==> src/rtl/core/wles_pkg.sv <==
package wles_pkg;

    localparam int SLOTS_DEF  = 64;
    localparam int LIGHTS_DEF = 32;

    // input operation codes
    typedef enum logic [2:0] {
        FUNC_ON        = 3'd0,
        FUNC_OFF       = 3'd1,
        FUNC_REMOVE    = 3'd2,
        FUNC_RANDOMIZE = 3'd3,
        FUNC_TICK      = 3'd4
    } func_t;

    // result status codes
    localparam logic [1:0] ST_OK        = 2'd0;
    localparam logic [1:0] ST_ID_OOB    = 2'd1;
    localparam logic [1:0] ST_FULL      = 2'd2;
    localparam logic [1:0] ST_NOT_FOUND = 2'd3;

    // day codes
    localparam logic [3:0] DAY_SUN = 4'd0;
    localparam logic [3:0] DAY_MON = 4'd1;
    localparam logic [3:0] DAY_FRI = 4'd5;
    localparam logic [3:0] DAY_SAT = 4'd6;
    localparam logic [3:0] DAY_ALL = 4'd7;
    localparam logic [3:0] DAY_WKD = 4'd8;
    localparam logic [3:0] DAY_WKE = 4'd9;

    typedef enum logic [1:0] {
        S_IDLE,
        S_SCAN,
        S_DRAIN,
        S_DONE
    } state_t;

    // controller to datapath
    typedef struct packed {
        logic load;
        logic read;
        logic finish;
    } ctrl_cmd_t;

    // datapath to controller
    typedef struct packed {
        logic last_addr;
    } dp_status_t;

    // one table entry
    typedef struct packed {
        logic [7:0]         light;
        logic [3:0]         day;
        logic [10:0]        minute;
        logic               is_on;
        logic               randomized;
        logic signed [5:0]  offset;
    } slot_rec_t;

    function automatic logic day_responds(logic [3:0] today, logic [3:0] sched);
        logic r;
        r = (sched == DAY_ALL) || (sched == today)
            || ((sched == DAY_WKE) && ((today == DAY_SAT) || (today == DAY_SUN)))
            || ((sched == DAY_WKD) && (today inside {[DAY_MON:DAY_FRI]}));
        return r;
    endfunction

endpackage

==> src/rtl/core/weekly_light_event_scheduler_core.sv <==
// weekly light event scheduler
// command channel: a transaction is taken on a rising edge with start high and
//   busy low; func, light_id, day_code, minute and random_offset are sampled then
// result channel: each result sits on status, fire, out_light, turn_on and last
//   for one cycle with result_valid high; the receiver cannot stall it
// every transaction scans the whole slot table, one slot a cycle through the
//   registered read port of the slot memory, and holds busy high until its
//   final result; the next may be taken as soon as busy drops
// schedule, remove, randomize and unused codes give one result, with last set,
//   in the same cycle as busy drops
// a tick gives one result per firing slot in slot order; each fired result is
//   held until the next hit or the end of the scan shows whether it is the final
//   one, so fired results come out during the scan and the final one after it
// a tick with no hit gives one result with fire low
// reset (rst_n low, asynchronous) clears every valid bit, so the table is empty;
//   the slot fields themselves are not cleared
module weekly_light_event_scheduler_core
#(
    parameter int SLOTS  = wles_pkg::SLOTS_DEF,
    parameter int LIGHTS = wles_pkg::LIGHTS_DEF
)
(
    input  logic               clk,
    input  logic               rst_n,
    input  logic               start,
    output logic               busy,
    input  logic [2:0]         func,
    input  logic [7:0]         light_id,
    input  logic [3:0]         day_code,
    input  logic [10:0]        minute,
    input  logic signed [5:0]  random_offset,
    output logic               result_valid,
    output logic [1:0]         status,
    output logic               fire,
    output logic [7:0]         out_light,
    output logic               turn_on,
    output logic               last
);

    // command and status between sequencer and table datapath
    wles_pkg::ctrl_cmd_t  cmd;
    wles_pkg::dp_status_t dp_status;

    // sequencer: idle, scan, drain the read pipe, deliver the final result
    wles_ctrl u_ctrl
    (
        .clk       (clk),
        .rst_n     (rst_n),
        .start     (start),
        .dp_status (dp_status),
        .cmd       (cmd),
        .busy      (busy)
    );

    // slot memory, valid bits, match logic and result registers
    wles_datapath
    #(
        .SLOTS  (SLOTS),
        .LIGHTS (LIGHTS)
    )
    u_dp
    (
        .clk           (clk),
        .rst_n         (rst_n),
        .cmd           (cmd),
        .dp_status     (dp_status),
        .func          (func),
        .light_id      (light_id),
        .day_code      (day_code),
        .minute        (minute),
        .random_offset (random_offset),
        .result_valid  (result_valid),
        .status        (status),
        .fire          (fire),
        .out_light     (out_light),
        .turn_on       (turn_on),
        .last          (last)
    );

endmodule

==> src/rtl/core/wles_ctrl.sv <==
module wles_ctrl
(
    input  logic                    clk,
    input  logic                    rst_n,
    input  logic                    start,
    input  wles_pkg::dp_status_t    dp_status,
    output wles_pkg::ctrl_cmd_t     cmd,
    output logic                    busy
);

    wles_pkg::state_t state_reg;
    wles_pkg::state_t state_next;

    always_ff @(posedge clk or negedge rst_n)
    begin
        if (!rst_n)
        begin
            state_reg <= wles_pkg::S_IDLE;
        end
        else
        begin
            state_reg <= state_next;
        end
    end

    always_comb
    begin
        state_next = state_reg;
        case (state_reg)
            wles_pkg::S_IDLE:
            begin
                if (start)
                begin
                    state_next = wles_pkg::S_SCAN;
                end
            end
            wles_pkg::S_SCAN:
            begin
                if (dp_status.last_addr)
                begin
                    state_next = wles_pkg::S_DRAIN;
                end
            end
            wles_pkg::S_DRAIN:
            begin
                state_next = wles_pkg::S_DONE;
            end
            wles_pkg::S_DONE:
            begin
                state_next = wles_pkg::S_IDLE;
            end
            default:
            begin
                state_next = wles_pkg::S_IDLE;
            end
        endcase
    end

    always_comb
    begin
        cmd  = '0;
        busy = 1'b1;
        case (state_reg)
            wles_pkg::S_IDLE:
            begin
                busy     = 1'b0;
                cmd.load = start;
            end
            wles_pkg::S_SCAN:
            begin
                cmd.read = 1'b1;
            end
            wles_pkg::S_DRAIN:
            begin
                cmd = '0;
            end
            wles_pkg::S_DONE:
            begin
                cmd.finish = 1'b1;
            end
            default:
            begin
                busy = 1'b0;
            end
        endcase
    end

endmodule

==> src/rtl/core/wles_datapath.sv <==
module wles_datapath
#(
    parameter int SLOTS  = wles_pkg::SLOTS_DEF,
    parameter int LIGHTS = wles_pkg::LIGHTS_DEF
)
(
    input  logic                    clk,
    input  logic                    rst_n,
    input  wles_pkg::ctrl_cmd_t     cmd,
    output wles_pkg::dp_status_t    dp_status,
    input  logic [2:0]              func,
    input  logic [7:0]              light_id,
    input  logic [3:0]              day_code,
    input  logic [10:0]             minute,
    input  logic signed [5:0]       random_offset,
    output logic                    result_valid,
    output logic [1:0]              status,
    output logic                    fire,
    output logic [7:0]              out_light,
    output logic                    turn_on,
    output logic                    last
);

    localparam int IDX_W = (SLOTS > 1) ? $clog2(SLOTS) : 1;

    // slot table
    wles_pkg::slot_rec_t mem [SLOTS];
    logic [SLOTS-1:0]    valid_reg;
    wles_pkg::slot_rec_t rd_data_reg;

    // captured item
    wles_pkg::func_t     func_reg;
    logic [7:0]          light_reg;
    logic [3:0]          day_reg;
    logic [10:0]         minute_reg;
    logic signed [5:0]   roff_reg;
    logic                bad_reg;

    // scan pointers
    logic [IDX_W-1:0]    rd_idx_reg;
    logic [IDX_W-1:0]    chk_idx_reg;
    logic                chk_vld_reg;
    logic                found_reg;

    // held fired slot, emitted once the next one or the end is known
    logic                pend_vld_reg;
    logic [7:0]          pend_light_reg;
    logic                pend_on_reg;

    // result registers
    logic                res_vld_reg;
    logic [1:0]          res_status_reg;
    logic                res_fire_reg;
    logic [7:0]          res_light_reg;
    logic                res_on_reg;
    logic                res_last_reg;

    wles_pkg::slot_rec_t rec;
    wles_pkg::slot_rec_t wr_rec;
    logic                wr_en;
    logic                valid_set;
    logic                valid_clr;
    logic                found_set;
    logic                id_match;
    logic                time_match;
    logic                hit;
    logic signed [12:0]  min_sum;
    logic                emit;
    logic [1:0]          emit_status;
    logic                emit_fire;
    logic [7:0]          emit_light;
    logic                emit_on;
    logic                emit_last;
    logic [1:0]          final_status;

    assign dp_status.last_addr = (rd_idx_reg == IDX_W'(SLOTS - 1));

    always_comb
    begin
        rec        = rd_data_reg;
        id_match   = valid_reg[chk_idx_reg] && (rec.light == light_reg)
                     && (rec.day == day_reg) && (rec.minute == minute_reg);
        min_sum    = $signed({2'b00, rec.minute}) + 13'(rec.offset);
        time_match = (min_sum == $signed({2'b00, minute_reg}));
        hit        = valid_reg[chk_idx_reg] && time_match
                     && wles_pkg::day_responds(day_reg, rec.day);
    end

    always_comb
    begin
        case (func_reg)
            wles_pkg::FUNC_ON, wles_pkg::FUNC_OFF:
            begin
                final_status = bad_reg ? wles_pkg::ST_ID_OOB
                             : (found_reg ? wles_pkg::ST_OK : wles_pkg::ST_FULL);
            end
            wles_pkg::FUNC_REMOVE:
            begin
                final_status = bad_reg ? wles_pkg::ST_ID_OOB
                             : (found_reg ? wles_pkg::ST_OK : wles_pkg::ST_NOT_FOUND);
            end
            default:
            begin
                final_status = wles_pkg::ST_OK;
            end
        endcase
    end

    always_comb
    begin
        wr_en       = 1'b0;
        wr_rec      = rec;
        valid_set   = 1'b0;
        valid_clr   = 1'b0;
        found_set   = 1'b0;
        emit        = 1'b0;
        emit_status = wles_pkg::ST_OK;
        emit_fire   = 1'b0;
        emit_light  = 8'd0;
        emit_on     = 1'b0;
        emit_last   = 1'b0;
        if (chk_vld_reg && !bad_reg)
        begin
            case (func_reg)
                wles_pkg::FUNC_ON, wles_pkg::FUNC_OFF:
                begin
                    if (!found_reg && !valid_reg[chk_idx_reg])
                    begin
                        wr_en             = 1'b1;
                        wr_rec.light      = light_reg;
                        wr_rec.day        = day_reg;
                        wr_rec.minute     = minute_reg;
                        wr_rec.is_on      = (func_reg == wles_pkg::FUNC_ON);
                        wr_rec.randomized = 1'b0;
                        wr_rec.offset     = '0;
                        valid_set         = 1'b1;
                        found_set         = 1'b1;
                    end
                end
                wles_pkg::FUNC_REMOVE:
                begin
                    if (!found_reg && id_match)
                    begin
                        valid_clr = 1'b1;
                        found_set = 1'b1;
                    end
                end
                wles_pkg::FUNC_RANDOMIZE:
                begin
                    if (id_match)
                    begin
                        wr_en             = 1'b1;
                        wr_rec.randomized = 1'b1;
                        wr_rec.offset     = roff_reg;
                    end
                end
                wles_pkg::FUNC_TICK:
                begin
                    if (hit)
                    begin
                        wr_en         = 1'b1;
                        wr_rec.offset = rec.randomized ? roff_reg : 6'sd0;
                        // a later hit proves the held one is not the final
                        if (pend_vld_reg)
                        begin
                            emit       = 1'b1;
                            emit_fire  = 1'b1;
                            emit_light = pend_light_reg;
                            emit_on    = pend_on_reg;
                        end
                    end
                end
                default:
                begin
                    wr_en = 1'b0;
                end
            endcase
        end
        if (cmd.finish)
        begin
            emit      = 1'b1;
            emit_last = 1'b1;
            if (func_reg == wles_pkg::FUNC_TICK)
            begin
                emit_fire  = pend_vld_reg;
                emit_light = pend_vld_reg ? pend_light_reg : 8'd0;
                emit_on    = pend_vld_reg && pend_on_reg;
            end
            else
            begin
                emit_status = final_status;
            end
        end
    end

    always_ff @(posedge clk)
    begin
        if (cmd.read)
        begin
            rd_data_reg <= mem[rd_idx_reg];
            chk_idx_reg <= rd_idx_reg;
        end
        if (wr_en)
        begin
            mem[chk_idx_reg] <= wr_rec;
        end
        if (cmd.load)
        begin
            func_reg   <= wles_pkg::func_t'(func);
            light_reg  <= light_id;
            day_reg    <= day_code;
            minute_reg <= minute;
            roff_reg   <= random_offset;
            bad_reg    <= (func <= 3'(wles_pkg::FUNC_REMOVE))
                          && ({1'b0, light_id} >= 9'(LIGHTS));
        end
        if (chk_vld_reg && hit && (func_reg == wles_pkg::FUNC_TICK) && !bad_reg)
        begin
            pend_light_reg <= rec.light;
            pend_on_reg    <= rec.is_on;
        end
        if (emit)
        begin
            res_status_reg <= emit_status;
            res_fire_reg   <= emit_fire;
            res_light_reg  <= emit_light;
            res_on_reg     <= emit_on;
            res_last_reg   <= emit_last;
        end
    end

    always_ff @(posedge clk or negedge rst_n)
    begin
        if (!rst_n)
        begin
            valid_reg    <= '0;
            rd_idx_reg   <= '0;
            chk_vld_reg  <= 1'b0;
            found_reg    <= 1'b0;
            pend_vld_reg <= 1'b0;
            res_vld_reg  <= 1'b0;
        end
        else
        begin
            chk_vld_reg <= cmd.read;
            res_vld_reg <= emit;
            if (cmd.load)
            begin
                rd_idx_reg   <= '0;
                found_reg    <= 1'b0;
                pend_vld_reg <= 1'b0;
            end
            else
            begin
                if (cmd.read)
                begin
                    rd_idx_reg <= rd_idx_reg + 1'b1;
                end
                if (found_set)
                begin
                    found_reg <= 1'b1;
                end
                if (chk_vld_reg && hit && (func_reg == wles_pkg::FUNC_TICK) && !bad_reg)
                begin
                    pend_vld_reg <= 1'b1;
                end
            end
            if (valid_set)
            begin
                valid_reg[chk_idx_reg] <= 1'b1;
            end
            if (valid_clr)
            begin
                valid_reg[chk_idx_reg] <= 1'b0;
            end
        end
    end

    assign result_valid = res_vld_reg;
    assign status       = res_status_reg;
    assign fire         = res_fire_reg;
    assign out_light    = res_light_reg;
    assign turn_on      = res_on_reg;
    assign last         = res_last_reg;

endmodule

==> config.mk <==
export PLATFORM = sky130hd
export DESIGN_NAME = weekly_light_event_scheduler_core
export DESIGN_NICKNAME = d
export VERILOG_FILES = /design/src/rtl/core/wles_pkg.sv /design/src/rtl/core/weekly_light_event_scheduler_core.sv /design/src/rtl/core/wles_ctrl.sv /design/src/rtl/core/wles_datapath.sv
export SDC_FILE = /design/constraint.sdc
export NUM_CORES = 2
export LEC_CHECK = 0
export BUFFER_PORTS_ARGS = -buffer_cell sky130_fd_sc_hd__buf_4
export CORE_AREA = 2 2 393 395
export CTS_CLUSTER_DIAMETER = 120
export DETAILED_ROUTE_END_ITERATION = 8
export DIE_AREA = 0 0 395 397
export PLACE_DENSITY = 0.75
export SETUP_SLACK_MARGIN = 0.05
export SLEW_MARGIN = 10
export SYNTH_ARGS = -nofsm -noshare
export SYNTH_HDL_FRONTEND = slang
export SYNTH_HIERARCHICAL = 1
export SYNTH_SLANG_ARGS = --single-unit
==> constraint.sdc <==
create_clock -name clk -period 5.52 [get_ports clk]
set_clock_uncertainty 0.15 [all_clocks]
set_input_delay 0.276 -clock clk [delete_from_list [all_inputs] [get_ports clk]]
set_output_delay 0.276 -clock clk [all_outputs]
set_load 0.02 [all_outputs]
* After elaboration in Yosys (flattened, before gate mapping) *
Memory sizes are Yosys's and may differ from the RTL's. A register that Yosys moved wholly into a read port is not among the register bits.
Index checks and enable logic that the tools add are counted.

storage, ports and cells
  RAM bits = 1,984
  memories = 1
  word-level logic and storage cells = 151
  output and inout port bits = 15
  register bits = 137

cells by class
  add/sub/neg operators = 2
  reduce and logical (&&, ||, !) cells = 33
  muxes and demuxes = 66
  $lt $le $gt $ge = 6
  bitwise logic cells = 4
  equal/unequal tests = 18

memories
  name      depth  width  rd ports  clocked after memory_dff  write ports  RTL line             text
  u_dp.mem  64     31     1         1                         1            wles_datapath.sv:27  wles_pkg::slot_rec_t mem [SLOTS];

operator list
  cell                   number
  $mux W64               2
  $and A64 B64 Y64       1
  $not A64 Y64           1
  $or A64 B64 Y64        1
  $mux W31               2
  $mux W8                6
  $mux W1                36
  $mux W24               1
  $mux W6                4
  $pmux W6 S3            1
  $logic_and A1 B1 Y1    17
  $add A12 B6 Y13        1
  $eq A13 B12 Y1         1
  $mux W2                6
  $eq A11 B11 Y1         1
  $eq A4 B3 Y1 const B   2
  $eq A4 B4 Y1 const B   2
  $eq A8 B8 Y1           1
  $ge A8 B6 Y1 const B   1
  $pmux W2 S4            1
  $lt A6 B7 Y1 const B   1
  $mux W7                1
  $add A6 B1 Y6 const B  1
  $bmux W1 S6            1
  25 further kinds       37

* Logic depth before layout (Yosys ltp) *
  word-level depth = 11
  mapped depth = 12

* Cells and area by module *
The synthesis kept the hierarchy.

by module, submodules not included
  module         instances  area an instance (um2)  cells an instance
  wles_datapath  1          83,431.3                3,587
  wles_ctrl      1          171.4                   16

* Least setup slack after synthesis *
OpenSTA, ideal clock, no wires.

  kind = register to register
  from = register, netlist name u_dp/rd_data_reg[5]
  to = memory u_dp/mem[0][0] in the netlist's numbering, enable pin
  period minus slack after synthesis = 5.630 ns
  setup time = 0.458 ns
  path slack = -0.110 ns
  cell stages (with the launch flop) = 12
  arrival time = 5.022 ns
  path buffers = 2
  cells stage by stage = edfxtp_1 > ha_1 > buf_2 > xnor2_2 > or3_1 > nand2_1 > mux4_2 > or4_4 > nor4_4 > o221ai_2 > buf_2 > nor3_1

on the way
  cells in the longest elaborated chain, start to end = 9

ends and longest elaborated chain
  element                        RTL line              text
  $add A12 B6 Y13                wles_datapath.sv:83   min_sum = $signed({2'b00, rec.minute}) + 13'(rec.offset);
  $eq A13 B12 Y1                 wles_datapath.sv:84   time_match = (min_sum == $signed({2'b00, minute_reg}));
  $logic_and A1 B1 Y1            wles_datapath.sv:85   hit = valid_reg[chk_idx_reg] && time_match
  $logic_and A1 B1 Y1            wles_datapath.sv:86   && wles_pkg::day_responds(day_reg, rec.day);
  $mux W1                        wles_datapath.sv:159  if (hit)
  $pmux W1 S3                    wles_datapath.sv:124  case (func_reg)
  $mux W1                        wles_datapath.sv:122  if (chk_vld_reg && !bad_reg)
  $mux W1                        wles_datapath.sv:203  if (wr_en)
  $mux W1 (implied by the code)  wles_datapath.sv:205  mem[chk_idx_reg] <= wr_rec;
  to (decl)                      wles_datapath.sv:27

Every way passes these cells.

* Worst setup path in the final report *
  from = register, netlist name u_dp/rd_data_reg[5]
  to = memory u_dp/mem[58][30] in the netlist's numbering, enable pin

on the way
  cells in the longest elaborated chain, start to end = 9

ends and longest elaborated chain
  element                        RTL line
  $add A12 B6 Y13                wles_datapath.sv:83
  $eq A13 B12 Y1                 wles_datapath.sv:84
  $logic_and A1 B1 Y1            wles_datapath.sv:85
  $logic_and A1 B1 Y1            wles_datapath.sv:86
  $mux W1                        wles_datapath.sv:159
  $pmux W1 S3                    wles_datapath.sv:124
  $mux W1                        wles_datapath.sv:122
  $mux W1                        wles_datapath.sv:203
  $mux W1 (implied by the code)  wles_datapath.sv:205

Every way passes these cells.

==> key figures <==
Outcome
  • Status: completed

Routing
  • Initial DRC count: 5654
  • Routed length per instance: 34.2 um
  • Final wirelength: 208000 um
  • Final ANT Viol Nets: 0
  • Drt via density: 6.62
  • Post-route DRC violation count: 0
  • Drt first pass iters: 5
  • DR vias: 40300

Critical path
  • FF-to-FF End: u_dp/mem[58][30]$_DFFE_PP_
  • Crit path largest cell delay: 0.59 ns
  • Slowest CP cell: edfxtp_1
  • Worst Path Buf+Inv: 2
  • Startpoint Class: register
  • Critical path capture point type: register
  • Critical path, cell by cell: ha_1 -> xnor2_2 -> or3_1 -> nand2_1 -> mux4_2 -> or4_4 -> nor4_4 -> o221ai_4 -> buf_12 -> nor3_2 -> buf_4
  • Worst r2r path cells: 11
  • Critical Path AT: 5.14 ns
  • R2R Setup Slk: 0.69 ns
  • Worst Path Class, Setup: register to register
  • Worst EP required: 5.83 ns
  • Critical R2R Launch: u_dp/rd_data_reg[5]$_DFFE_PP_
  • CP Max Fanout: 55
  • CP top delay family: simple AND/OR/NAND/NOR gates

Power
  • Total design power: 0.0469 W
  • VDD IR-drop max: 369 uV
  • Pwr Density: 494 nW/um^2
  • P_leak: 29.4 nW

Hold path
  • Worst Hold Class: input port to register
  • Hold Crit Depth: 2
  • Hold Path End: u_dp/minute_reg[0]$_DFFE_PP_
  • Worst hold start: minute[0]

Timing
  • Endpoints failing setup: 0
  • Crit path time final: 4.83 ns
  • Final period util: 87.5%
  • Unrepaired setup endpoints after global routing: no
  • Slew margin rel.: 22.6%
  • Pins Over Slew Limit: 0
  • Final hold violations: 0
  • Hold_ws: 0.0400 ns
  • Slew @ Worst Pin: 1.16 ns
  • Max Clock Freq: 207 MHz

Finish
  • Max reg flops: 1984
  • Reg area: 64300 um^2
  • Most frequent cells in the layout: edfxtp_1, mux4_2, clkbuf_16
  • Commonest non-fill, non-tap cell in the layout: edfxtp_1
  • Filler instances: 9766
  • NumNets Final: 3939
  • P&R area growth vs syn: 13.7%
  • Share of layout cells above drive strength 1: 32.1%
  • Footprint of the multi-input gates: 18800 um^2

Floorplan
  • Die ar.: 157000 um^2
  • Die Width: 395 um
  • Die height: 397 um
  • # IOs: 50
  • Initial Utilization: 54.7%
  • Rows: 144
  • Core area: 153000 um^2

Place
  • Port Buffers: 49
  • RePlAce Congestion: 0.870
  • Final HPWL DP: 119000 um

Yosys
  • Post-synth net total: 3657
  • Synthesized area: 83600 um^2
  • Post-synth top flop: edfxtp_1
  • Post-Synthesis Mean Instance Area: 23.2 um^2
  • Synth area leaders: edfxtp_1, mux4_2, dfrtp_1
  • FF+latch count, synth: 2152
  • Synth top area share: 74.6%
  • Area leader, netlist: edfxtp_1
  • EDFF count, synth: 2076
  • Ys Warns: 6
  • Post-Syn Instances: 3603
  • Synth cell types: 74
  • Fraction of registers with async set/reset: 3.53%
  • Sequential area share after synthesis: 76.8%

Clock network
  • Clock-pin slew on the worst setup and hold paths: 0.06 ns
  • Count of cells resized by post-cts repair: 0
  • Clock buffer depth: 3
  • Setup Buffers After CTS: 0
  • H-tree levels: 4
  • TritonCTS buffer count: 200
  • CTS Sinks: 2152
  • Root buffer cell: clkbuf_16
  • CTS tree: built
  • Clock Latency Late Sink: 0.83 ns
  • Hold_buf cts: 42

GRT
  • Global-route wire length before repair: 300000 um
  • Total Routing Usage GR: 27.0%
  • Vias in the first global route: 40700
  • Initial antenna violation count: 11
  • GRT Residual Overflow: 0
  • Largest net degree at the start of global routing: 92

Run
  • Max cap viols: 0
area by class of cell:
| class | instances | area share [%] |
|---|---|---|
| flip-flops and latches | 2152 | 67.6 |
| multi-input cells | 1231 | 19.8 |
| clock buffers | 238 | 5.43 |
| repair buffers | 283 | 3.01 |
| well taps | 2044 | 2.69 |
| clock inverters | 125 | 1.33 |
| inverters | 17 | 0.0672 |
| diodes | 2 | 0.00527 |
cells by family after synthesis:
logic type	Yosys count	synth area share [%]
DFF	2152	76.8
muxes	689	18.1
and+or+nand+nor	273	1.72
buffers and inverters	220	1.09
AOI/OAI and AO/OA	208	1.50
xor gates and xnor gates	42	0.449
adders and majority gates	19	0.293
stage by stage:
stage	setup slack [ns]	std cells	TNS (ns)	cell area, um^2	utilization (%)
final	0.691	6092	0	95000	62.1
after global routing	0.404	6090	0	95000	62.1
after CTS	0.757	6090	0	95000	62.1
after detailed placement	0.780	5685	0	88200	57.6
after global placement	0.768	5685	0	88200	57.6
after floorplan	-0.110	3603	-221.95	83600	-
layer usage:
layer  wire (um)  up-vias  part of all wire [%]  global-route usage (%)
met2      104000     2626                    50                    44.2
met1       74400    21400                    36                    37.1
met4        5710        4                   2.7                    7.66
met3       23800      352                    11                    5.84
li1            -    16000                     -                       -
met5          32        -                 0.015                       0
power breakdown:
part | internal (W) | switching, W
logic | 0.00490 | 0.00768
clock network | 0.00770 | 0.00597
registers | 0.0202 | 0.000495
worst reg2reg max path, delay by kind of cell, from the launching register on:
| family | cells | cell delay [ns] |
|---|---|---|
| AOI/OAI and AO/OA | 1 | 0.36 |
| DFF | 1 | 0.59 |
| buffers and inverters | 2 | 0.78 |
| muxes | 1 | 0.48 |
| adders and majority gates | 1 | 0.51 |
| xor gates and xnor gates | 1 | 0.27 |
| and+or+nand+nor | 5 | 1.32 |
cell usage after synthesis (5+ instances only):
cell type / n
a21o_1: 5
xnor2_1: 12
nor4_1: 6
buf_1: 47
o21ai_0: 7
nand2_1: 30
a21oi_1: 142
nor2_1: 79
or3_1: 5
mux2_2: 25
nor2b_1: 7
mux4_2: 656
ha_1: 18
dfrtp_1: 76
and2_1: 16
xor2_1: 29
nand4_1: 9
a22o_1: 7
nor3_1: 72
mux2i_1: 7
nand3b_1: 9
edfxtp_1: 2076
buf_2: 26
clkbuf_1: 121
nand3_1: 8
a221oi_1: 8
buf_6: 5
inv_1: 15
worst max-delay path by stage:
stage	depth (start not counted)	slack, ns	startpoint	end
floorplan	11	-0.11	u_dp/rd_data_reg[5]$_DFFE_PP_	u_dp/mem[0][0]$_DFFE_PP_
CTS	11	0.76	u_dp/rd_data_reg[5]$_DFFE_PP_	u_dp/mem[8][13]$_DFFE_PP_
detailed placement	11	0.78	u_dp/rd_data_reg[5]$_DFFE_PP_	u_dp/mem[11][8]$_DFFE_PP_
finish	11	0.69	u_dp/rd_data_reg[5]$_DFFE_PP_	u_dp/mem[58][30]$_DFFE_PP_
global placement	11	0.77	u_dp/rd_data_reg[5]$_DFFE_PP_	u_dp/mem[8][5]$_DFFE_PP_
global route	8	0.40	u_dp/chk_idx_reg[1]$_DFFE_PP_	u_dp/mem[22][30]$_DFFE_PP_
No activity file was read; power rests on OpenSTA's default activity.
